[config.mk]
export PLATFORM = sky130hd
export DESIGN_NAME = weighted_adjacency_matrix_engine
export DESIGN_NICKNAME = d
export VERILOG_FILES = /design/src/rtl/wame_pkg.sv /design/src/rtl/wame_ram.sv /design/src/rtl/weighted_adjacency_matrix_engine.sv
export SDC_FILE = /design/constraint.sdc
export NUM_CORES = 1
export LEC_CHECK = 0
export BUFFER_PORTS_ARGS = -buffer_cell sky130_fd_sc_hd__buf_2
export CORE_MARGIN = 4
export CORE_UTILIZATION = 50
export CTS_CLUSTER_SIZE = 25
export DETAILED_ROUTE_END_ITERATION = 7
export PLACE_DENSITY = 0.63
export SLEW_MARGIN = 20
export SYNTH_ARGS = -nofsm -noshare
export SYNTH_HDL_FRONTEND = slang
export SYNTH_SLANG_ARGS = --single-unit
[constraint.sdc]
create_clock -name clk -period 3.7 [get_ports clk]
set_input_delay 0.185 -clock clk [delete_from_list [all_inputs] [get_ports clk]]
set_output_delay 0.185 -clock clk [all_outputs]
set_load 0.05 [all_outputs]
[src/rtl/wame_pkg.sv]
// shared types, sizes and codes for the weighted adjacency matrix engine
// no dependencies; used by the top level and the testbench
`default_nettype none

package wame_pkg;

	// graph size and derived widths
	localparam int NODES    = 8;
	localparam int NODE_W   = (NODES > 1) ? $clog2(NODES) : 1;
	localparam int CELLS    = NODES * NODES;
	localparam int ADDR_W   = $clog2(CELLS);

	// fixed field widths of the channels
	localparam int NODE_IN_W = 5;
	localparam int WEIGHT_W  = 8;
	localparam int KIND_W    = 2;

	// command codes
	localparam logic CMD_QUERY  = 1'b0;
	localparam logic CMD_MODIFY = 1'b1;

	// result kinds
	typedef enum logic [KIND_W-1:0] {
		KIND_NEIGHBOR = 2'd0,
		KIND_EMPTY    = 2'd1,
		KIND_ERROR    = 2'd2
	} kind_t;

	// sequencer states
	typedef enum logic [1:0] {
		ST_IDLE,
		ST_EXEC,
		ST_WR2,
		ST_SCAN
	} state_t;

	// flat matrix address of entry [row][col]
	function automatic logic [ADDR_W-1:0] wame_addr(input logic [NODE_W-1:0] row,
		input logic [NODE_W-1:0] col);
		return ADDR_W'(row) * ADDR_W'(NODES) + ADDR_W'(col);
	endfunction

endpackage

`default_nettype wire

[src/rtl/wame_ram.sv]
// generic single write port, single read port ram with registered read data
// no dependencies
`default_nettype none

module wame_ram #(
	parameter int WIDTH = 8,
	parameter int DEPTH = 64
) (
	input  wire logic                       clk,
	input  wire logic                       we,
	input  wire logic [$clog2(DEPTH)-1:0]   waddr,
	input  wire logic [WIDTH-1:0]           wdata,
	input  wire logic                       re,
	input  wire logic [$clog2(DEPTH)-1:0]   raddr,
	output logic      [WIDTH-1:0]           rdata
);

	logic [WIDTH-1:0] mem_q [DEPTH];

	// write port
	always_ff @(posedge clk) begin
		if (we) begin
			mem_q[waddr] <= wdata;
		end
	end

	// registered read port
	always_ff @(posedge clk) begin
		if (re) begin
			rdata <= mem_q[raddr];
		end
	end

endmodule

`default_nettype wire

[src/rtl/weighted_adjacency_matrix_engine.sv]
// Weighted undirected adjacency matrix engine, one item at a time; uses wame_pkg and wame_ram.
// Modify: a self-loop writes its one entry in EXEC, else EXEC and WR2 write both entries
// (one ram write port). Query: row neighbours are read lowest first, one read in flight,
// each via the read stage to the output register; error and empty-row beats come from EXEC.
// Reset (async, active low) clears the nonzero flags, so every weight reads as zero;
// no clearing pass is needed and in_ready is high as soon as reset is released.
`default_nettype none

module weighted_adjacency_matrix_engine (
	input  wire logic                            clk,
	input  wire logic                            arst_n,
	input  wire logic                            in_valid,
	output logic                                 in_ready,
	input  wire logic                            command,
	input  wire logic [wame_pkg::NODE_IN_W-1:0]  first_node,
	input  wire logic [wame_pkg::NODE_IN_W-1:0]  second_node,
	input  wire logic [wame_pkg::WEIGHT_W-1:0]   edge_weight,
	output logic                                 out_valid,
	input  wire logic                            out_ready,
	output logic      [wame_pkg::KIND_W-1:0]     kind,
	output logic      [wame_pkg::NODE_IN_W-1:0]  neighbor,
	output logic      [wame_pkg::WEIGHT_W-1:0]   weight,
	output logic                                 last
);

	wame_pkg::state_t state_q, state_d;

	// captured item
	logic                             cmd_q;
	logic [wame_pkg::NODE_IN_W-1:0]   a_q;
	logic [wame_pkg::NODE_IN_W-1:0]   b_q;
	logic [wame_pkg::WEIGHT_W-1:0]    w_q;

	// per-entry nonzero flags and remaining row neighbours
	logic [wame_pkg::CELLS-1:0]       nz_q;
	logic [wame_pkg::NODES-1:0]       rem_q;

	// read stage
	logic                             rd_s1;
	logic [wame_pkg::NODE_W-1:0]      idx_s1;
	logic                             last_s1;

	// output register
	logic                             out_valid_q;
	logic [wame_pkg::KIND_W-1:0]      kind_q;
	logic [wame_pkg::NODE_IN_W-1:0]   neighbor_q;
	logic [wame_pkg::WEIGHT_W-1:0]    weight_q;
	logic                             last_q;

	// decode
	logic                             a_bad, b_bad, slot_free;
	logic [wame_pkg::NODE_W-1:0]      row, col, pick_idx;
	logic [wame_pkg::ADDR_W-1:0]      addr_ab, addr_ba, row_base;
	logic [wame_pkg::NODES-1:0]       row_mask, rem_next;
	logic                             rem_last;

	// control from the sequencer
	logic                             ram_we, ram_re, rem_load, exec_emit;
	logic [wame_pkg::ADDR_W-1:0]      ram_waddr;
	logic [wame_pkg::KIND_W-1:0]      exec_kind;
	logic [wame_pkg::WEIGHT_W-1:0]    ram_rdata;

	// range checks and addresses
	assign a_bad     = a_q >= wame_pkg::NODE_IN_W'(wame_pkg::NODES);
	assign b_bad     = b_q >= wame_pkg::NODE_IN_W'(wame_pkg::NODES);
	assign row       = a_q[wame_pkg::NODE_W-1:0];
	assign col       = b_q[wame_pkg::NODE_W-1:0];
	assign addr_ab   = wame_pkg::wame_addr(row, col);
	assign addr_ba   = wame_pkg::wame_addr(col, row);
	assign row_base  = wame_pkg::wame_addr(row, '0);
	assign row_mask  = nz_q[row_base +: wame_pkg::NODES];
	assign slot_free = !out_valid_q || out_ready;

	// lowest remaining neighbour
	always_comb begin
		pick_idx = '0;
		for (int i = wame_pkg::NODES - 1; i >= 0; i--) begin
			if (rem_q[i]) begin
				pick_idx = wame_pkg::NODE_W'(i);
			end
		end
	end

	assign rem_next = rem_q & (rem_q - wame_pkg::NODES'(1));
	assign rem_last = rem_next == '0;

	// next state
	always_comb begin
		state_d = state_q;
		case (state_q)
			wame_pkg::ST_IDLE: begin
				if (in_valid) begin
					state_d = wame_pkg::ST_EXEC;
				end
			end
			wame_pkg::ST_EXEC: begin
				if (cmd_q == wame_pkg::CMD_MODIFY) begin
					if (a_bad || b_bad) begin
						if (slot_free) begin
							state_d = wame_pkg::ST_IDLE;
						end
					end else if (a_q == b_q) begin
						state_d = wame_pkg::ST_IDLE;
					end else begin
						state_d = wame_pkg::ST_WR2;
					end
				end else if (a_bad || row_mask == '0) begin
					if (slot_free) begin
						state_d = wame_pkg::ST_IDLE;
					end
				end else begin
					state_d = wame_pkg::ST_SCAN;
				end
			end
			wame_pkg::ST_WR2: begin
				state_d = wame_pkg::ST_IDLE;
			end
			wame_pkg::ST_SCAN: begin
				if (!rd_s1 && slot_free && rem_last) begin
					state_d = wame_pkg::ST_IDLE;
				end
			end
			default: begin
				state_d = wame_pkg::ST_IDLE;
			end
		endcase
	end

	// sequencer outputs
	always_comb begin
		in_ready  = 1'b0;
		ram_we    = 1'b0;
		ram_waddr = addr_ab;
		ram_re    = 1'b0;
		rem_load  = 1'b0;
		exec_emit = 1'b0;
		exec_kind = wame_pkg::KIND_ERROR;
		case (state_q)
			wame_pkg::ST_IDLE: begin
				in_ready = 1'b1;
			end
			wame_pkg::ST_EXEC: begin
				if (cmd_q == wame_pkg::CMD_MODIFY) begin
					if (a_bad || b_bad) begin
						exec_emit = slot_free;
					end else begin
						ram_we = 1'b1;
					end
				end else if (a_bad) begin
					exec_emit = slot_free;
				end else if (row_mask == '0) begin
					exec_emit = slot_free;
					exec_kind = wame_pkg::KIND_EMPTY;
				end else begin
					rem_load = 1'b1;
				end
			end
			wame_pkg::ST_WR2: begin
				ram_we    = 1'b1;
				ram_waddr = addr_ba;
			end
			wame_pkg::ST_SCAN: begin
				ram_re = !rd_s1 && slot_free;
			end
			default: begin
				in_ready = 1'b0;
			end
		endcase
	end

	// weight memory
	wame_ram #(
		.WIDTH(wame_pkg::WEIGHT_W),
		.DEPTH(wame_pkg::CELLS)
	) u_weights (
		.clk  (clk),
		.we   (ram_we),
		.waddr(ram_waddr),
		.wdata(w_q),
		.re   (ram_re),
		.raddr(wame_pkg::wame_addr(row, pick_idx)),
		.rdata(ram_rdata)
	);

	// control registers
	always_ff @(posedge clk or negedge arst_n) begin
		if (!arst_n) begin
			state_q     <= wame_pkg::ST_IDLE;
			nz_q        <= '0;
			rd_s1       <= 1'b0;
			out_valid_q <= 1'b0;
		end else begin
			state_q <= state_d;
			rd_s1   <= ram_re;
			if (ram_we) begin
				nz_q[ram_waddr] <= w_q != '0;
			end
			if (rd_s1 || exec_emit) begin
				out_valid_q <= 1'b1;
			end else if (out_ready) begin
				out_valid_q <= 1'b0;
			end
		end
	end

	// payload registers
	always_ff @(posedge clk) begin
		if (in_valid && in_ready) begin
			cmd_q <= command;
			a_q   <= first_node;
			b_q   <= second_node;
			w_q   <= edge_weight;
		end
		if (rem_load) begin
			rem_q <= row_mask;
		end else if (ram_re) begin
			rem_q <= rem_next;
		end
		if (ram_re) begin
			idx_s1  <= pick_idx;
			last_s1 <= rem_last;
		end
		if (rd_s1) begin
			kind_q     <= wame_pkg::KIND_NEIGHBOR;
			neighbor_q <= wame_pkg::NODE_IN_W'(idx_s1);
			weight_q   <= ram_rdata;
			last_q     <= last_s1;
		end else if (exec_emit) begin
			kind_q     <= exec_kind;
			neighbor_q <= '0;
			weight_q   <= '0;
			last_q     <= 1'b1;
		end
	end

	assign out_valid = out_valid_q;
	assign kind      = kind_q;
	assign neighbor  = neighbor_q;
	assign weight    = weight_q;
	assign last      = last_q;

	// a returning read always finds the output register empty
	a_read_slot: assert property (@(posedge clk) disable iff (!arst_n)
		rd_s1 |-> !out_valid_q)
		else $error("read data returned while output register still full");

	// scanning only while neighbours remain
	a_scan_rem: assert property (@(posedge clk) disable iff (!arst_n)
		(state_q == wame_pkg::ST_SCAN) |-> (rem_q != '0))
		else $error("scan state with no remaining neighbours");

	// a neighbour beat never carries a zero weight
	a_nb_weight: assert property (@(posedge clk) disable iff (!arst_n)
		(out_valid_q && kind_q == wame_pkg::KIND_NEIGHBOR) |-> (weight_q != '0))
		else $error("neighbour beat with zero weight");

	// a new item is never taken while a read is in flight and another read is being issued
	a_accept_idle: assert property (@(posedge clk) disable iff (!arst_n)
		(in_valid && in_ready) |-> (!rd_s1 || !ram_re))
		else $error("item accepted during a read issue");

endmodule

`default_nettype wire

; Word level (Yosys, flattened, before mapping)
; Memories as Yosys holds them, arrays and structs flattened. A register that Yosys moved wholly into a read port is not among the register bits.
; Index checks and enable logic that the tools add are counted.
[classes]
n_addsub = 4
order_cmp = 4
eq_ne = 6
shift = 1
n_mux = 50
n_bitwise = 1
n_reduce_logical = 18
[op_table]
columns = op, n
row1 = $bwmux 64, 1
row2 = $shiftx 64x7->8, 1
row3 = $mux 8, 4
row4 = $mux 3, 10
row5 = $mux 2, 11
row6 = $mux 1, 20
row7 = $add 6x3->6, 3
row8 = $logic_not 8->1, 2
row9 = $ge 5x4->1 const B, 2
row10 = $and 8x8->8, 1
row11 = $pmux 2 s4, 1
row12 = $reduce_bool 8->1, 1
row13 = $sub 8x1->8 const B, 1
row14 = $lt 6x7->1 const B, 1
row15 = $demux 1 s6, 1
row16 = $ge 6x1->1 const B, 1
row17 = $mux 6, 1
row18 = $reduce_bool 2->1, 3
row19 = $eq 5x5->1, 1
row20 = $eq 2x2->1 const B, 2
row21 = $logic_and 1x1->1, 4
row22 = $logic_or 1x1->1, 4
row23 = $ne 2x2->1 const B, 2
row24 = $eq 2x1->1 const B, 1
row25 = other kinds (4), 5
[totals]
ff_bits = 113
ram_bits = 512
inputBits = 23
output_inout_bits = 18
word_cells = 100
n_memories = 1
[memory_table]
columns = memory, depth, word_bits, read_ports, rd_clocked_by_memory_dff, wr, line_no
row1 = u_weights.mem_q, 64, 8, 1, 1, 1, wame_ram.sv:18  ; logic [WIDTH-1:0] mem_q [DEPTH];

; Longest topological paths before layout
[depth]
word_depth = 9
depth_mapped = 14
ltp_nobuf = 8

; By module
; Synthesis repeated with hierarchy kept, for this count alone.
[hier_totals]
hier_cells = 1438
area_unflattened_um2 = 26066.2
[by_module_without_submodules]
columns = module, n_inst, cells_per_inst, area_per_inst_um2, seq_area_each_um2
row1 = wame_ram, 1, 940, 20246.9, 15615.0
row2 = weighted_adjacency_matrix_engine, 1, 498, 5819.3, 3032.9

; Worst setup path after synthesis
; OpenSTA, ideal clock, no wires.
[synth_timing]
kind = reg-to-reg
start = register a_q[0] (netlist bit)
end = register last_q (netlist: last), enable pin
setup_time_ps = 359
t_arrival_ps = 2567
required_time_ps = 3341
setup_slack_ps = 774
path_stages_with_launch = 8
n_path_buf = 1
period_less_slack_ps = 2926
cell_sequence = edfxtp_1 -> buf_4 -> mux4_2 -> or4_1 -> nor4_1 -> o22ai_1 -> a21o_1 -> nand2b_1
[synth_via]
elab_chain_len = 7
word_cells_on_any_way = 10
cone_classes = 1 x order compare / 1 x shift / 5 x mux / 3 x reduce/logical
[synth_lines]
columns = element, line_no
row1 = from (decl), weighted_adjacency_matrix_engine.sv:30  ; logic [wame_pkg::NODE_IN_W-1:0] a_q;
row2 = from (signal assigned), weighted_adjacency_matrix_engine.sv:210  ; a_q <= first_node;
row3 = $shiftx 64x7->8, weighted_adjacency_matrix_engine.sv:71  ; assign row_mask = nz_q[row_base +: wame_pkg::NODES];
row4 = $logic_not 8->1, weighted_adjacency_matrix_engine.sv:151  ; end else if (row_mask == '0) begin
row5 = $mux 1, weighted_adjacency_matrix_engine.sv:151
row6 = $mux 1, weighted_adjacency_matrix_engine.sv:149  ; end else if (a_bad) begin
row7 = $mux 1 *, weighted_adjacency_matrix_engine.sv:143  ; if (cmd_q == wame_pkg::CMD_MODIFY) begin
row8 = $mux 1 *, weighted_adjacency_matrix_engine.sv:138  ; case (state_q)
row9 = $reduce_bool 2->1 (no source line) *, -
row10 = to (signal assigned), weighted_adjacency_matrix_engine.sv:227  ; last_q <= last_s1;
row11 = to (decl), weighted_adjacency_matrix_engine.sv:48  ; logic last_q;
; Mark *: on every way between the ends. The rest lies on a longest branch, timed or not.
; A chain may end at the register's enable or synchronous reset.

; Worst setup path in the final report
[layout_timing]
start = register rem_q[6] (netlist bit)
end = register u_weights.rdata[2] (read register of u_weights.mem_q), data pin
[layout_via]
elab_chain_len = 8
[layout_lines]
columns = element, line_no
row1 = from (decl), weighted_adjacency_matrix_engine.sv:36  ; logic [wame_pkg::NODES-1:0] rem_q;
row2 = from (signal assigned), weighted_adjacency_matrix_engine.sv:215  ; rem_q <= row_mask;
row3 = from (signal assigned), weighted_adjacency_matrix_engine.sv:217  ; rem_q <= rem_next;
row4 = $mux 3 (7 in a row), weighted_adjacency_matrix_engine.sv:78  ; if (rem_q[i]) begin
row5 = $add 6x3->6, wame_pkg.sv:40  ; return ADDR_W'(row) * ADDR_W'(NODES) + ADDR_W'(col);
row6 = to (decl), wame_ram.sv:15  ; output logic [WIDTH-1:0] rdata
; Every way passes these cells.

==> flow_summary.toml <==
[status]
status = "complete, no violations"

[hold_path]
min_to = "out_valid"
hold_class = "primary input to register"
hold_depth = 4
min-delay-start = "out_ready"

[cts]
clock_latency_ns = 0.59
cts_buffers = 66
cts_setup_buffers = 0
cts-root-buf = "clkbuf_16"
cts-htree-levels = 3
clkSinkCount = 633
cts_resized = 0
path_clk_slew_ns = 0.06
clockBufferDepth = 3
hold_buffers = 20
cts_tree = "yes"

[pwr]
p_leak_nw = 10.5
powerDensity_nw_per_um2 = 640
peakVddDrop_mv = 0.422

[grt]
antenna_found_initial = 3
overflow = 0
grt_max_degree = 69
track_usage_pct = 24.8
grt_pass1_vias = 15600
grt_pass1_wl_mm = 104

[logic_synthesis]
avgSynthCellArea_um2 = 15.1
synth_compound_area_share_pct = 7.41
yosysSeqAreaShare_pct = 71.4
synthMuxAreaShare_pct = 8.95
synth_seq_cells = 633
synth_top_cell_by_area = "edfxtp_1"
postSynthCellCount = 1726
async_flop_share_pct = 10.7
synth_top_area_share_pct = 64.8
synthXorXnorAreaFrac_pct = 0.101
synth_area_um2 = 26100
yosys_most_used_dff = "edfxtp_1"
synth_top_family_by_area = "simple AND/OR/NAND/NOR gates"
yosys.area_share.adder_pct = 0.268
synth-edff-count = 563
synthTopCellsByArea = "edfxtp_1 (65%), dfrtp_1 (6.5%), mux4_2 (3.5%)"
yosys_warnings = 0
yosys.area_share.simple_pct = 9.45
ys_types = 72

[sta]
hold_slack_ns = 0.0310
worstMarginPinSlew_ns = 1.02
slew_violations = 0
max_freq_ghz = 0.281
hold_violations = 0
setup_viol = 0
slew_headroom_pct = 31.7
setup_tns_ns = 0
fin_crit_sh_pct = 96.1
period_minus_slack_ns = 3.56
fin_skew_ns = 0.0280
rsz0062_at_grt = "false"

[drt]
ant_nets = 0
avgViaCountPerCell = 6.20
vias = 16100
wl_mm = 69.6
drtIter0Drc = 2034
routedWlPerCell_um = 26.8
drtPass1Iterations = 5
drcViolationCount = 0

[die]
coreArea_um2 = 51500
io_pins = 41
die_area_um2 = 55900
die_h_um = 236
die_x_um = 236
initial_core_util_pct = 50.7
num_rows = 83

[finish]
fillers = 3972
final_cells = 2592
drive_gt1_share_pct = 20.0
layout_common_cells = "edfxtp_1 (563), nand2_1 (205), buf_4 (120), nand3_1 (87), nor2_1 (79)"
layout_commonest_cell = "edfxtp_1"
syn2layout_area_growth_pct = 14.6
num_antenna_cells = 0
nets = 1891

[placement]
io_buffers = 38
place_hpwl_mm = 45.1
gp_congestion = 0.937
dp_cells = 2456

[setup_path]
critPathLaunchType = "register"
required_ns = 4.05
r2r_slack_ns = 0.14
cp-end-kind = "register"
criticalPathCategory = "register to register"
reg2reg_from = "rem_q[6]"
critical_path.max_fanout = 33
r2r-end = "u_weights.rdata[2]"
cp.arrival_ns = 3.90
r2r_cells = 8

[run]
cap_violations = 0
through the flow:
stage	cell area (um^2)	power [mW]	utilization (%)	setup WS, ns
floorplan	26100	11.4	-	0.774
global placement	27600	12.8	53.7	0.237
detailed placement	27600	12.9	53.7	0.137
CTS	29900	19.2	58.1	0.139
global route	29900	19.9	58.1	0.00664
finish	29900	19.1	58.1	0.145
cells in the mapped netlist (all sizes together), types with 10 or more instances:
library cell and count:
o21ai 46, edfxtp 563, mux2i 68, and3 48, a21oi 11, inv 26
a211oi 42, mux4 40, or4 11, mux2 67, nor2 81, nand2b 10
a31o 16, nand2 207, buf 44, nand4 20, a2111oi 41, nand3 88
a311oi 32, dfrtp 68, o22ai 10, clkbuf 69, and2 15
layer usage:
layer  GRT usage (%)  up-vias  part of all wire (%)  routed length [um]
met2            37.5      769                    46               32300
met5               0        -                 0.043                  30
met1            37.4     8168                    43               29900
li1                -     7018                     -                   -
met4            6.72        4                   2.2                1510
met3            4.59      102                   8.4                5830
report_power, final:
group | internal [mW] | total (mW) | switching [mW]
logic | 1.30 | 4.06 | 2.77
registers | 8.46 | 8.75 | 0.285
clock network | 3.72 | 6.34 | 2.62
total | 13.5 | 19.1 | 5.67
critical path, cell delays in order, from the launching register on:
cell	delay (ns)
edfxtp_1	0.47
or4_1	0.60
nand2_4	0.26
buf_12	0.24
nand3_1	0.36
a211oi_1	0.59
or4_1	0.24
nand4_1	0.25
a31o_1	0.28
flip-flops by register name (all words and copies together), names as in the netlist, 3 cells and up:
signal,count
u_weights.mem_q,512
nz_q,64
rem_q,8
u_weights.rdata,8
w_q,8
weight,8
a_q,5
b_q,5
idx_s1,3
neighbor,3
worst max path at each step:
stage / slack (ns) / endpoint / start
finish: 0.14 / u_weights.rdata[2] / rem_q[6]
global route: 0.007 / u_weights.rdata[1] / rem_q[0]
CTS: 0.14 / u_weights.rdata[0] / rem_q[0]
detailed placement: 0.14 / u_weights.rdata[0] / rem_q[0]
global placement: 0.24 / u_weights.rdata[0] / rem_q[0]
floorplan: 0.77 / last / a_q[0]
logic make-up after synthesis:
group,Yosys count
DFF,633
and+or+nand+nor,515
AOI/OAI and AO/OA,254
muxes,175
buffers and inverters,139
adders and majority gates,6
xor gates and xnor gates,3
other,1
area by class of cell:
class                           count  area, um^2  share of cell area (%)
Timing Repair Buffer              182        1390                    4.63
Clock buffer                       88        1850                    6.18
Inverter                           26         100                   0.335
Tap cell                          680         851                    2.84
Multi-Input combinational cell    955        6870                    23.0
Clock inverter                     28         213                   0.711
Sequential cell                   633       18600                    62.3
(Power assumes the default switching activity.)
